$ cat src/rtl/njdr_pkg.sv
package njdr_pkg;

   localparam int unsigned PT_W     = 14;
   localparam int unsigned ETA_W    = 14;
   localparam int unsigned PHI_W    = 13;
   localparam int unsigned DIST_W   = 27;
   localparam int unsigned ROOT_STEPS = 14;
   localparam int unsigned STEP_W   = 4;
   localparam int unsigned QUEUE_DEPTH = 2;
   localparam int unsigned QPTR_W   = 1;

   localparam logic signed [PHI_W:0] PI_Q     = 14'sd3217;
   localparam logic signed [PHI_W:0] TWO_PI_Q = 14'sd6434;
   localparam logic [DIST_W-1:0]     DIST_MAX = '1;
   localparam logic [PT_W-1:0]       PT_MAX   = '1;
   localparam logic [PT_W-1:0]       THRESHOLD_RESET = 14'd120;

   typedef struct packed {
      logic [DIST_W-1:0] dist_sq;
      logic [PT_W-1:0]   pt;
      logic              found;
   } njdr_entry_type;

endpackage

$ cat src/rtl/njdr_if.sv
interface njdr_req_if;
   import njdr_pkg::*;
   logic                    valid;
   logic                    ready;
   logic [PT_W-1:0]         jet_pt;
   logic signed [ETA_W-1:0] jet_eta;
   logic signed [PHI_W-1:0] jet_phi;
   logic signed [ETA_W-1:0] lepton_eta;
   logic signed [PHI_W-1:0] lepton_phi;
   logic                    jet_present;
   logic                    last_jet;
   modport source (output valid, jet_pt, jet_eta, jet_phi, lepton_eta, lepton_phi,
                   jet_present, last_jet, input ready);
   modport sink   (input valid, jet_pt, jet_eta, jet_phi, lepton_eta, lepton_phi,
                   jet_present, last_jet, output ready);
endinterface

interface njdr_rsp_if;
   import njdr_pkg::*;
   logic            valid;
   logic            ready;
   logic [PT_W-1:0] min_delta_r;
   logic [PT_W-1:0] matched_jet_pt;
   logic            match_found;
   modport source (output valid, min_delta_r, matched_jet_pt, match_found, input ready);
   modport sink   (input valid, min_delta_r, matched_jet_pt, match_found, output ready);
endinterface

interface njdr_csr_if;
   import njdr_pkg::*;
   logic            valid;
   logic            ready;
   logic [PT_W-1:0] jet_pt_threshold;
   modport source (output valid, jet_pt_threshold, input ready);
   modport sink   (input valid, jet_pt_threshold, output ready);
endinterface

$ cat src/rtl/njdr_front.sv
module njdr_front
   import njdr_pkg::*;
(
   input  logic           clock,
   input  logic           reset,
   njdr_req_if.sink       req,
   njdr_csr_if.sink       csr,
   output logic           push_valid,
   input  logic           push_ready,
   output njdr_entry_type push_data
);

   logic [PT_W-1:0] threshold_ff;

   logic                    s1_valid_ff, s1_valid_in;
   logic                    s1_qual_ff, s1_qual_in;
   logic                    s1_last_ff;
   logic [PT_W-1:0]         s1_pt_ff;
   logic signed [ETA_W:0]   s1_deta_ff, s1_deta_in;
   logic signed [PHI_W-1:0] s1_dphi_ff, s1_dphi_in;
   logic signed [PHI_W:0]   dphi_raw;
   logic signed [PHI_W:0]   dphi_wrap;

   logic                    s2_valid_ff, s2_qual_ff, s2_last_ff;
   logic [PT_W-1:0]         s2_pt_ff;
   logic [28:0]             s2_sq_eta_ff, s2_sq_eta_in;
   logic [23:0]             s2_sq_phi_ff, s2_sq_phi_in;
   logic signed [29:0]      prod_eta;
   logic signed [25:0]      prod_phi;

   logic                    s3_valid_ff, s3_qual_ff, s3_last_ff;
   logic [PT_W-1:0]         s3_pt_ff;
   logic [DIST_W-1:0]       s3_dist_ff, s3_dist_in;
   logic [29:0]             dist_sum;

   logic [DIST_W-1:0]       best_dist_ff;
   logic [PT_W-1:0]         best_pt_ff;
   logic                    any_ff;
   logic                    take;
   logic                    advance;
   njdr_entry_type          cur;

   assign advance   = !(s3_valid_ff && s3_last_ff && !push_ready);
   assign req.ready = advance;
   assign csr.ready = 1'b1;

   always_comb begin
      s1_valid_in = req.valid;
      s1_qual_in  = req.jet_present && (req.jet_pt >= threshold_ff);
      s1_deta_in  = {req.jet_eta[ETA_W-1], req.jet_eta}
                  - {req.lepton_eta[ETA_W-1], req.lepton_eta};
      dphi_raw    = {req.jet_phi[PHI_W-1], req.jet_phi}
                  - {req.lepton_phi[PHI_W-1], req.lepton_phi};
      if (dphi_raw >= PI_Q) begin
         dphi_wrap = dphi_raw - TWO_PI_Q;
      end else if (dphi_raw < -PI_Q) begin
         dphi_wrap = dphi_raw + TWO_PI_Q;
      end else begin
         dphi_wrap = dphi_raw;
      end
      s1_dphi_in = dphi_wrap[PHI_W-1:0];
   end

   always_comb begin
      prod_eta     = s1_deta_ff * s1_deta_ff;
      prod_phi     = s1_dphi_ff * s1_dphi_ff;
      s2_sq_eta_in = prod_eta[28:0];
      s2_sq_phi_in = prod_phi[23:0];
   end

   always_comb begin
      dist_sum = {1'b0, s2_sq_eta_ff} + {6'd0, s2_sq_phi_ff};
      if (dist_sum[29:DIST_W] != 3'd0) begin
         s3_dist_in = DIST_MAX;
      end else begin
         s3_dist_in = dist_sum[DIST_W-1:0];
      end
   end

   always_comb begin
      take = s3_valid_ff && s3_qual_ff && (!any_ff || (s3_dist_ff < best_dist_ff));
      cur.dist_sq = take ? s3_dist_ff : best_dist_ff;
      cur.pt      = take ? s3_pt_ff : best_pt_ff;
      cur.found   = any_ff || take;
   end

   assign push_valid = s3_valid_ff && s3_last_ff;
   assign push_data  = cur;

   always_ff @(posedge clock) begin
      if (reset) begin
         threshold_ff <= THRESHOLD_RESET;
      end else if (csr.valid) begin
         threshold_ff <= csr.jet_pt_threshold;
      end
   end

   always_ff @(posedge clock) begin
      if (reset) begin
         s1_valid_ff <= 1'b0;
         s2_valid_ff <= 1'b0;
         s3_valid_ff <= 1'b0;
      end else if (advance) begin
         s1_valid_ff <= s1_valid_in;
         s2_valid_ff <= s1_valid_ff;
         s3_valid_ff <= s2_valid_ff;
      end
   end

   always_ff @(posedge clock) begin
      if (advance) begin
         s1_qual_ff   <= s1_qual_in;
         s1_last_ff   <= req.last_jet;
         s1_pt_ff     <= req.jet_pt;
         s1_deta_ff   <= s1_deta_in;
         s1_dphi_ff   <= s1_dphi_in;
         s2_qual_ff   <= s1_qual_ff;
         s2_last_ff   <= s1_last_ff;
         s2_pt_ff     <= s1_pt_ff;
         s2_sq_eta_ff <= s2_sq_eta_in;
         s2_sq_phi_ff <= s2_sq_phi_in;
         s3_qual_ff   <= s2_qual_ff;
         s3_last_ff   <= s2_last_ff;
         s3_pt_ff     <= s2_pt_ff;
         s3_dist_ff   <= s3_dist_in;
      end
   end

   always_ff @(posedge clock) begin
      if (reset) begin
         best_dist_ff <= DIST_MAX;
         best_pt_ff   <= PT_MAX;
         any_ff       <= 1'b0;
      end else if (advance && s3_valid_ff) begin
         if (s3_last_ff) begin
            best_dist_ff <= DIST_MAX;
            best_pt_ff   <= PT_MAX;
            any_ff       <= 1'b0;
         end else begin
            best_dist_ff <= cur.dist_sq;
            best_pt_ff   <= cur.pt;
            any_ff       <= cur.found;
         end
      end
   end

endmodule

$ cat src/rtl/njdr_queue.sv
module njdr_queue
   import njdr_pkg::*;
(
   input  logic           clock,
   input  logic           reset,
   input  logic           push_valid,
   output logic           push_ready,
   input  njdr_entry_type push_data,
   output logic           pop_valid,
   input  logic           pop_ready,
   output njdr_entry_type pop_data
);

   njdr_entry_type      mem [QUEUE_DEPTH];
   logic [QPTR_W-1:0]   wr_ptr_ff, rd_ptr_ff;
   logic [QPTR_W:0]     count_ff, count_in;
   logic                do_push, do_pop;

   assign push_ready = (count_ff != QUEUE_DEPTH[QPTR_W:0]);
   assign pop_valid  = (count_ff != '0);
   assign pop_data   = mem[rd_ptr_ff];
   assign do_push    = push_valid && push_ready;
   assign do_pop     = pop_valid && pop_ready;

   always_comb begin
      count_in = count_ff;
      if (do_push && !do_pop) begin
         count_in = count_ff + 1'b1;
      end else if (do_pop && !do_push) begin
         count_in = count_ff - 1'b1;
      end
   end

   always_ff @(posedge clock) begin
      if (reset) begin
         wr_ptr_ff <= '0;
         rd_ptr_ff <= '0;
         count_ff  <= '0;
      end else begin
         count_ff <= count_in;
         if (do_push) begin
            wr_ptr_ff <= wr_ptr_ff + 1'b1;
         end
         if (do_pop) begin
            rd_ptr_ff <= rd_ptr_ff + 1'b1;
         end
      end
   end

   always_ff @(posedge clock) begin
      if (do_push) begin
         mem[wr_ptr_ff] <= push_data;
      end
   end

endmodule

$ cat src/rtl/njdr_back.sv
module njdr_back
   import njdr_pkg::*;
(
   input  logic           clock,
   input  logic           reset,
   input  logic           pop_valid,
   output logic           pop_ready,
   input  njdr_entry_type pop_data,
   njdr_rsp_if.source     rsp
);

   typedef enum logic [1:0] {IDLE, CALC, DONE} state_type;

   state_type         state_ff;
   logic [DIST_W-1:0] rem_ff, root_ff;
   logic [STEP_W-1:0] step_ff;
   logic [PT_W-1:0]   pt_ff;
   logic              found_ff;
   logic              rsp_valid_ff;
   logic [PT_W-1:0]   min_delta_r_ff, matched_jet_pt_ff;
   logic              match_found_ff;

   logic [DIST_W-1:0] bit_val;
   logic [DIST_W:0]   trial;
   logic              fits;

   assign pop_ready = (state_ff == IDLE);

   assign rsp.valid          = rsp_valid_ff;
   assign rsp.min_delta_r    = min_delta_r_ff;
   assign rsp.matched_jet_pt = matched_jet_pt_ff;
   assign rsp.match_found    = match_found_ff;

   always_comb begin
      bit_val = DIST_W'(1) << {step_ff, 1'b0};
      trial   = {1'b0, root_ff} + {1'b0, bit_val};
      fits    = ({1'b0, rem_ff} >= trial);
   end

   always_ff @(posedge clock) begin
      if (reset) begin
         state_ff     <= IDLE;
         rsp_valid_ff <= 1'b0;
      end else begin
         if (state_ff == DONE && (!rsp_valid_ff || rsp.ready)) begin
            rsp_valid_ff <= 1'b1;
         end else if (rsp_valid_ff && rsp.ready) begin
            rsp_valid_ff <= 1'b0;
         end
         case (state_ff)
            IDLE: begin
               if (pop_valid) begin
                  rem_ff   <= pop_data.dist_sq;
                  root_ff  <= '0;
                  step_ff  <= STEP_W'(ROOT_STEPS - 1);
                  pt_ff    <= pop_data.pt;
                  found_ff <= pop_data.found;
                  state_ff <= CALC;
               end
            end
            CALC: begin
               if (fits) begin
                  rem_ff  <= rem_ff - trial[DIST_W-1:0];
                  root_ff <= (root_ff >> 1) + bit_val;
               end else begin
                  root_ff <= root_ff >> 1;
               end
               if (step_ff == '0) begin
                  state_ff <= DONE;
               end else begin
                  step_ff <= step_ff - 1'b1;
               end
            end
            DONE: begin
               if (!rsp_valid_ff || rsp.ready) begin
                  min_delta_r_ff    <= found_ff ? root_ff[PT_W-1:0] : PT_MAX;
                  matched_jet_pt_ff <= found_ff ? pt_ff : PT_MAX;
                  match_found_ff    <= found_ff;
                  state_ff          <= IDLE;
               end
            end
            default: begin
               state_ff <= IDLE;
            end
         endcase
      end
   end

endmodule

$ cat src/rtl/nearest_jet_delta_r_match.sv
// Jets are taken one beat per cycle, except that the front stalls while a finished
// event waits for room in the queue; a three-stage front pipeline forms the distance.
// The back end computes the square root bit by bit and takes no new event result
// until it is idle again; a two-entry queue holds results of events that finish sooner.
// Synchronous reset clears the pipeline, the queue and the event state, and sets the
// threshold register to 120.
module nearest_jet_delta_r_match
   import njdr_pkg::*;
(
   input  logic       clock,
   input  logic       reset,
   njdr_req_if.sink   req,
   njdr_rsp_if.source rsp,
   njdr_csr_if.sink   csr
);

   logic           push_valid, push_ready;
   njdr_entry_type push_data;
   logic           pop_valid, pop_ready;
   njdr_entry_type pop_data;

   njdr_front u_front (
      .clock      (clock),
      .reset      (reset),
      .req        (req),
      .csr        (csr),
      .push_valid (push_valid),
      .push_ready (push_ready),
      .push_data  (push_data)
   );

   njdr_queue u_queue (
      .clock      (clock),
      .reset      (reset),
      .push_valid (push_valid),
      .push_ready (push_ready),
      .push_data  (push_data),
      .pop_valid  (pop_valid),
      .pop_ready  (pop_ready),
      .pop_data   (pop_data)
   );

   njdr_back u_back (
      .clock     (clock),
      .reset     (reset),
      .pop_valid (pop_valid),
      .pop_ready (pop_ready),
      .pop_data  (pop_data),
      .rsp       (rsp)
   );

endmodule
$ cat src/flat_wrapper.sv
// flat-port wrapper written by rule: the top's interface ports become plain ports
module nearest_jet_delta_r_match_flat import njdr_pkg::*;
  (clock, reset, req_valid, req_jet_pt, req_jet_eta, req_jet_phi, req_lepton_eta, req_lepton_phi, req_jet_present, req_last_jet, req_ready, rsp_valid, rsp_min_delta_r, rsp_matched_jet_pt, rsp_match_found, rsp_ready, csr_valid, csr_jet_pt_threshold, csr_ready);
  njdr_req_if req_i ();
  njdr_rsp_if rsp_i ();
  njdr_csr_if csr_i ();
  input  logic clock;
  input  logic reset;
  input wire logic [$bits(req_i.valid)-1:0] req_valid;
  input wire logic [$bits(req_i.jet_pt)-1:0] req_jet_pt;
  input wire logic [$bits(req_i.jet_eta)-1:0] req_jet_eta;
  input wire logic [$bits(req_i.jet_phi)-1:0] req_jet_phi;
  input wire logic [$bits(req_i.lepton_eta)-1:0] req_lepton_eta;
  input wire logic [$bits(req_i.lepton_phi)-1:0] req_lepton_phi;
  input wire logic [$bits(req_i.jet_present)-1:0] req_jet_present;
  input wire logic [$bits(req_i.last_jet)-1:0] req_last_jet;
  output wire logic [$bits(req_i.ready)-1:0] req_ready;
  output wire logic [$bits(rsp_i.valid)-1:0] rsp_valid;
  output wire logic [$bits(rsp_i.min_delta_r)-1:0] rsp_min_delta_r;
  output wire logic [$bits(rsp_i.matched_jet_pt)-1:0] rsp_matched_jet_pt;
  output wire logic [$bits(rsp_i.match_found)-1:0] rsp_match_found;
  input wire logic [$bits(rsp_i.ready)-1:0] rsp_ready;
  input wire logic [$bits(csr_i.valid)-1:0] csr_valid;
  input wire logic [$bits(csr_i.jet_pt_threshold)-1:0] csr_jet_pt_threshold;
  output wire logic [$bits(csr_i.ready)-1:0] csr_ready;
  assign req_i.valid = req_valid;
  assign req_i.jet_pt = req_jet_pt;
  assign req_i.jet_eta = req_jet_eta;
  assign req_i.jet_phi = req_jet_phi;
  assign req_i.lepton_eta = req_lepton_eta;
  assign req_i.lepton_phi = req_lepton_phi;
  assign req_i.jet_present = req_jet_present;
  assign req_i.last_jet = req_last_jet;
  assign req_ready = req_i.ready;
  assign rsp_valid = rsp_i.valid;
  assign rsp_min_delta_r = rsp_i.min_delta_r;
  assign rsp_matched_jet_pt = rsp_i.matched_jet_pt;
  assign rsp_match_found = rsp_i.match_found;
  assign rsp_i.ready = rsp_ready;
  assign csr_i.valid = csr_valid;
  assign csr_i.jet_pt_threshold = csr_jet_pt_threshold;
  assign csr_ready = csr_i.ready;
  nearest_jet_delta_r_match u_core (.clock(clock), .reset(reset), .req(req_i), .rsp(rsp_i), .csr(csr_i));
endmodule
$ cat config.mk
export PLATFORM = sky130hd
export DESIGN_NAME = nearest_jet_delta_r_match_flat
export DESIGN_NICKNAME = d
export VERILOG_FILES = /design/src/rtl/njdr_pkg.sv /design/src/rtl/njdr_if.sv /design/src/rtl/njdr_front.sv /design/src/rtl/njdr_queue.sv /design/src/rtl/njdr_back.sv /design/src/rtl/nearest_jet_delta_r_match.sv /design/src/flat_wrapper.sv
export SDC_FILE = /design/constraint.sdc
export NUM_CORES = 2
export LEC_CHECK = 0
export ABC_AREA = 1
export BUFFER_PORTS_ARGS = -buffer_cell sky130_fd_sc_hd__buf_2
export CORE_ASPECT_RATIO = 2
export CORE_UTILIZATION = 30
export CTS_BUF_LIST = sky130_fd_sc_hd__clkbuf_8
export CTS_CLUSTER_DIAMETER = 150
export CTS_CLUSTER_SIZE = 24
export DETAILED_ROUTE_END_ITERATION = 10
export PLACE_DENSITY_LB_ADDON = 0.1
export SKIP_CTS_REPAIR_TIMING = 1
export SLEW_MARGIN = 0
export SYNTH_ARGS = -nofsm -noshare
export SYNTH_HDL_FRONTEND = slang
export SYNTH_SLANG_ARGS = --single-unit
$ cat constraint.sdc
create_clock -name clock -period 12.79 [get_ports clock]
set_input_delay 1.279 -clock clock [delete_from_list [all_inputs] [get_ports clock]]
set_output_delay 1.279 -clock clock [all_outputs]
set_load 0.01 [all_outputs]
After elaboration in Yosys (flattened, before gate mapping)
Memory sizes are Yosys's and may differ from the RTL's. A register that Yosys moved wholly into a read port is not among the register bits.
Index checks and enable logic that the tools add are counted.
{ "word_totals": {"elab_cells": 127, "register_bits": 324, "inputBits": 89, "mem_count": 1, "ram_bits": 84, "out_inout_bits": 32} }
{ "op_classes": {"mul": 2, "mux": 28, "eq_ne": 8, "n_shift": 1, "bitwise": 1, "magnitude_cmp": 5, "reduce_logical": 34, "add_sub_neg": 13} }
{ "mem_list": {"columns": ["memory", "words", "word_bits", "read_ports", "rd_clocked_by_memory_dff", "wr", "line_no", "rtl"], "rows": [
  ["u_core.u_queue.mem", 2, 42, 1, 1, 1, "njdr_queue.sv:14", "njdr_entry_type mem [QUEUE_DEPTH];"]
]} }
{ "op_table": {"columns": ["op", "count"], "rows": [
  ["$mux 27", 6],
  ["$pmux 27 s2", 2],
  ["$add 29x24->30", 1],
  ["$mul 15x15->29", 1],
  ["$add 27x27->28", 1],
  ["$ge 27x28->1", 1],
  ["$mux 14", 2],
  ["$add 26x27->27", 1],
  ["$lt 27x27->1", 1],
  ["$shl 1x5->27 const A", 1],
  ["$sub 27x27->27", 1],
  ["$mux 13", 2],
  ["$mul 13x13->24", 1],
  ["$sub 14x14->15", 1],
  ["$ge 14x13->1 const B", 1],
  ["$ge 14x14->1", 1],
  ["$lt 14x13->1 const B", 1],
  ["$sub 13x13->14", 1],
  ["$add 13x12->13 const B", 1],
  ["$sub 13x12->13 const B", 1],
  ["$logic_and 1x1->1", 12],
  ["$reduce_and 3->1", 4],
  ["$mux 2", 5],
  ["$ne 2x2->1 const B", 5],
  ["19 further kinds", 38]
]} }

Logic depth before layout (Yosys ltp)
{ "depth": {"word_depth": 6, "ltp_mapped": 31} }

Cells and area by module
A second synthesis with hierarchy kept.
{ "hier_totals": {"hier_cells": 4378, "hier_area_um2": 37408.4} }
{ "modules_own_cells": {"columns": ["module", "area_each_um2", "seq_area_each_um2", "instances", "cells_per_inst"], "rows": [
  ["njdr_front", 25192.9, 5805.6, 1, 2996],
  ["njdr_back", 8739.6, 3123.0, 1, 1214],
  ["njdr_queue", 3475.8, 2622.5, 1, 168]
]} }

Worst setup path after synthesis
OpenSTA, ideal clock, no wires.
{ "synth_timing": {"path_type": "register to register", "startpoint": "reg u_core.u_front.s1_deta_ff[2]", "endpoint": "reg u_core.u_front.s2_sq_eta_ff[24] (data pin)", "stages_incl_launch_ff": 23, "synth_period_minus_slack_ps": 5858, "t_arrival_ps": 5599, "setup_ps": 259, "setup_slack_ps": 6932, "cell_sequence": "edfxtp_1 clkbuf_1 clkbuf_1 nand2_1 fa_1 fa_1 fa_1 inv_1 ha_1 fa_1 inv_1 fa_1 inv_1 ha_1 a21oi_1 inv_1 a31oi_1 o21ai_0 a21boi_0 o21ai_0 nand2_1 nand2_1 xor2_1"} }
{ "synth_via": {"elab_chain_len": 1} }
{ "synth_lines": {"columns": ["item", "line_no", "rtl"], "rows": [
  ["start, declared", "njdr_front.sv:19", "logic signed [ETA_W:0] s1_deta_ff, s1_deta_in;"],
  ["start signal, assigned", "njdr_front.sv:115", "s1_deta_ff <= s1_deta_in;"],
  ["$mul 15x15->29", "njdr_front.sv:65", "prod_eta = s1_deta_ff * s1_deta_ff;"],
  ["net u_core.u_front.prod_eta[24]", "njdr_front.sv:28", "logic signed [29:0] prod_eta;"],
  ["end signal, assigned", "njdr_front.sv:120", "s2_sq_eta_ff <= s2_sq_eta_in;"],
  ["end, declared", "njdr_front.sv:26", "logic [28:0] s2_sq_eta_ff, s2_sq_eta_in;"]
]} }
The timed path passes the listed nets, and every way through them passes these cells.
A chain may end at the register's enable or synchronous reset.

Worst setup path after layout
{ "layout_timing": {"startpoint": "reg u_core.u_front.s1_deta_ff[14]", "endpoint": "reg u_core.u_front.s2_sq_eta_ff[23] (data pin)"} }
Same word-level chain as after synthesis.

==> summary.md <==
| Metric | Value |
|---|---|
| Status | `complete, no violations` |
| First-pass GRT wire length | `150000 um` |
| Register bit count reported by yosys | `407` |
| Ys async rst share | `0%` |
| Crit-path slowest cell | `edfxtp_1` |
| TritonCTS Sinks | `407` |
| Crit path buffers/inverters | `3` |
| Crit-path most repeated cell | `fa_1` |
| Vias per cell | `4.53` |
| Top post-synthesis cells by area | `edfxtp_1 29%, fa_1 19%, ha_1 10%` |
| Placed cells | `5582` |
| Grt ovf | `0` |
| Core area | `118000 um2` |
| CP Launch Type | `register` |
| Seq/Total Area, Yosys | `32.4%` |
| Setup crit end kind | `register` |
| IO buf count | `119` |
| Synth Instances | `4019` |
| Worst-path cell chain | `inv_1, nor2_1, fa_1, fa_1, fa_1, fa_1, fa_1, inv_1, fa_1, inv_1, ha_1, nand2_1, nor2_1, nand2_1, o211ai_1, o21bai_1, a21oi_1, o21ai_0, xor2_1` |
| Io pins | `121` |
| CTS tree | `done` |
| Tmin final | `6670 ps` |
| Min-Delay Path Class | `reg -> reg` |
| Final Skew | `57.5 ps` |
| EDFF count, synth | `340` |
| Final WS setup | `6120 ps` |
| CP arrival | `7080 ps` |
| Required @ worst endpoint | `13200 ps` |
| Root Buffer | `clkbuf_8` |
| Fmax | `0.150 GHz` |
| Slew @ Worst Pin | `1280 ps` |
| Netlist cell types | `57` |
| Total Wirelength | `95900 um` |
| RSZ-0062 raised after global routing | `no` |
| Crit Path Class | `reg -> reg` |
| CP peak stage delay | `750 ps` |
| Chip Height | `490 um` |
| Mapped Avg Cell Area | `8.88 um2` |
| Share of layout cells above drive strength 1 | `5.72%` |
| Final Util | `32.5%` |
| Routed Antenna Nets | `0` |
| Initial cell density of the core | `30.3%` |
| CP Max Fanout | `16` |
| Cell taking the most area after synthesis | `edfxtp_1` |
| Synth top area share | `28.6%` |
| Vias | `25500` |
| DR pass1 iterations | `5` |
| Die X | `246 um` |
| Largest net degree at the start of global routing | `122` |
| Final period utilization | `52.2%` |
| Gpl congestion | `0.872` |
| H-tree depth | `1` |
| Nets@finish | `4789` |
| Die ar. | `120000 um2` |
| Count of standard-cell rows | `178` |
| Final HPWL DP | `80400 um` |
| Setup slack at placement | `6140 ps` |
| Clock-pin slew on the worst setup and hold paths | `190 ps` |
| Area growth from synthesis to layout | `7.33%` |
| Synth warn | `0` |
| Total track usage | `16.3%` |
| Final Non-Filler Cells | `5619` |
| Initial antenna violation count | `6` |
| Leading cell type by number of instances after synthesis | `nand2_1` |
| Sum Neg Setup Slack | `0 ps` |
| Post-DR wirelength/cell | `17.1 um` |
| Fin. max-slew vios | `0` |
| MaxCap Viol Count | `0` |
| Main synth FF type | `edfxtp_1` |
| Synth cell count leaders | `847 x nand2_1, 809 x inv_1, 340 x edfxtp_1` |
| Setup Viol. Count Final | `0` |
| Post-Syn Area | `35700 um2` |
| Initial drt markers | `799` |
| Slew Limit Headroom | `13.8%` |
| Vias in the first global route | `27800` |
| CP delay by family, top | `adder cells` |
| # DRC | `0` |
| Final hold vios | `0` |
| Net Count, Synth | `4734` |
| Skew-Pair Late Insertion Delay | `690 ps` |
| Max clock buf depth | `3` |
| Number of CTS-inserted buffers | `20` |
==> layer usage <==
metal | global-route usage (%) | vias to the layer above | share of wire (%)
li1 | - | 12800 | -
met1 | 13.8 | 12200 | 31
met2 | 36.6 | 269 | 63
met3 | 0.918 | 120 | 1.6
met4 | 6.57 | 4 | 4.3
met5 | 0 | - | 0.028
==> through the flow <==
stage | instance area, um2 | hold slack, ps
after floorplan | 35700 | 400
after global placement | 38000 | 401
after detailed placement | 38000 | 405
after CTS | 38300 | 439
after global routing | 38300 | 443
final | 38300 | 435
==> final timing paths <==
path | start | to | slack [ps] | cells past startpoint
worst max-delay path | u_core.u_front.s1_deta_ff[14] | u_core.u_front.s2_sq_eta_ff[23] | 6120 | 19
worst min-delay path | u_core.u_front.s2_pt_ff[8] | u_core.u_front.s3_pt_ff[8] | 440 | 0
worst max register to register | u_core.u_front.s1_deta_ff[14] | u_core.u_front.s2_sq_eta_ff[23] | 6120 | 19
worst min register to register | u_core.u_front.s2_pt_ff[8] | u_core.u_front.s3_pt_ff[8] | 440 | 0
==> cells by family after synthesis <==
| family | synth area share [%] |
|---|---|
| other | 0.0105 |
| AO/OA/AOI/OAI | 8.11 |
| XOR/XNOR | 4.37 |
| AND/OR/NAND/NOR | 16.3 |
| buffers and inverters | 9.87 |
| adder cells (fa/ha/maj) | 28.9 |
| flip-flops | 32.4 |
==> registers in the layout, indices dropped and copies added, names as in the netlist, 2 cells and up, named ones only <==
name	cells
u_core.u_front.s2_sq_phi_ff	23
u_core.u_front.s1_deta_ff	15
u_core.u_back.state_ff	2
u_core.u_front.s1_pt_ff	14
u_core.u_back.rsp.min_delta_r	14
u_core.u_back.root_ff	27
u_core.u_front.s2_sq_eta_ff	28
u_core.u_front.s3_dist_ff	27
u_core.u_back.step_ff	4
u_core.u_back.rem_ff	27
u_core.u_front.threshold_ff	14
u_core.u_front.s2_pt_ff	14
u_core.u_front.best_pt_ff	14
u_core.u_back.pt_ff	14
u_core.u_front.s1_dphi_ff	13
u_core.u_front.best_dist_ff	27
u_core.u_back.rsp.matched_jet_pt	14
u_core.u_front.s3_pt_ff	14
u_core.u_queue.mem	84
u_core.u_queue.count_ff	2
==> cells in the final DEF (no fill, tap or decap), drive strengths merged, types with 27 or more instances in the layout <==
master  instances
buf           138
a21oi         256
xor2          119
inv           836
nand4          27
nor3           27
fa            332
ha            294
nand3         142
o21ai         172
dfxtp          67
nand2         869
xnor2          54
edfxtp        340
nand3b         45
and2           41
nor2          198
==> layout make-up <==
| cell class | count | area, um2 |
|---|---|---|
| Tap cell | 1530 | 1910 |
| Clock inverter | 16 | 65.1 |
| Fill cell | 12400 | 79500 |
| Antenna cell | 1 | 2.50 |
| Multi-Input combinational cell | 2686 | 20700 |
| Sequential cell | 407 | 11600 |
| Inverter | 821 | 3090 |
| Clock buffer | 20 | 275 |
| Timing Repair Buffer | 138 | 751 |
Power is left out: the tool's default activity adds up to more than one toggle a clock period on the data nets, which glitch-free logic cannot reach.
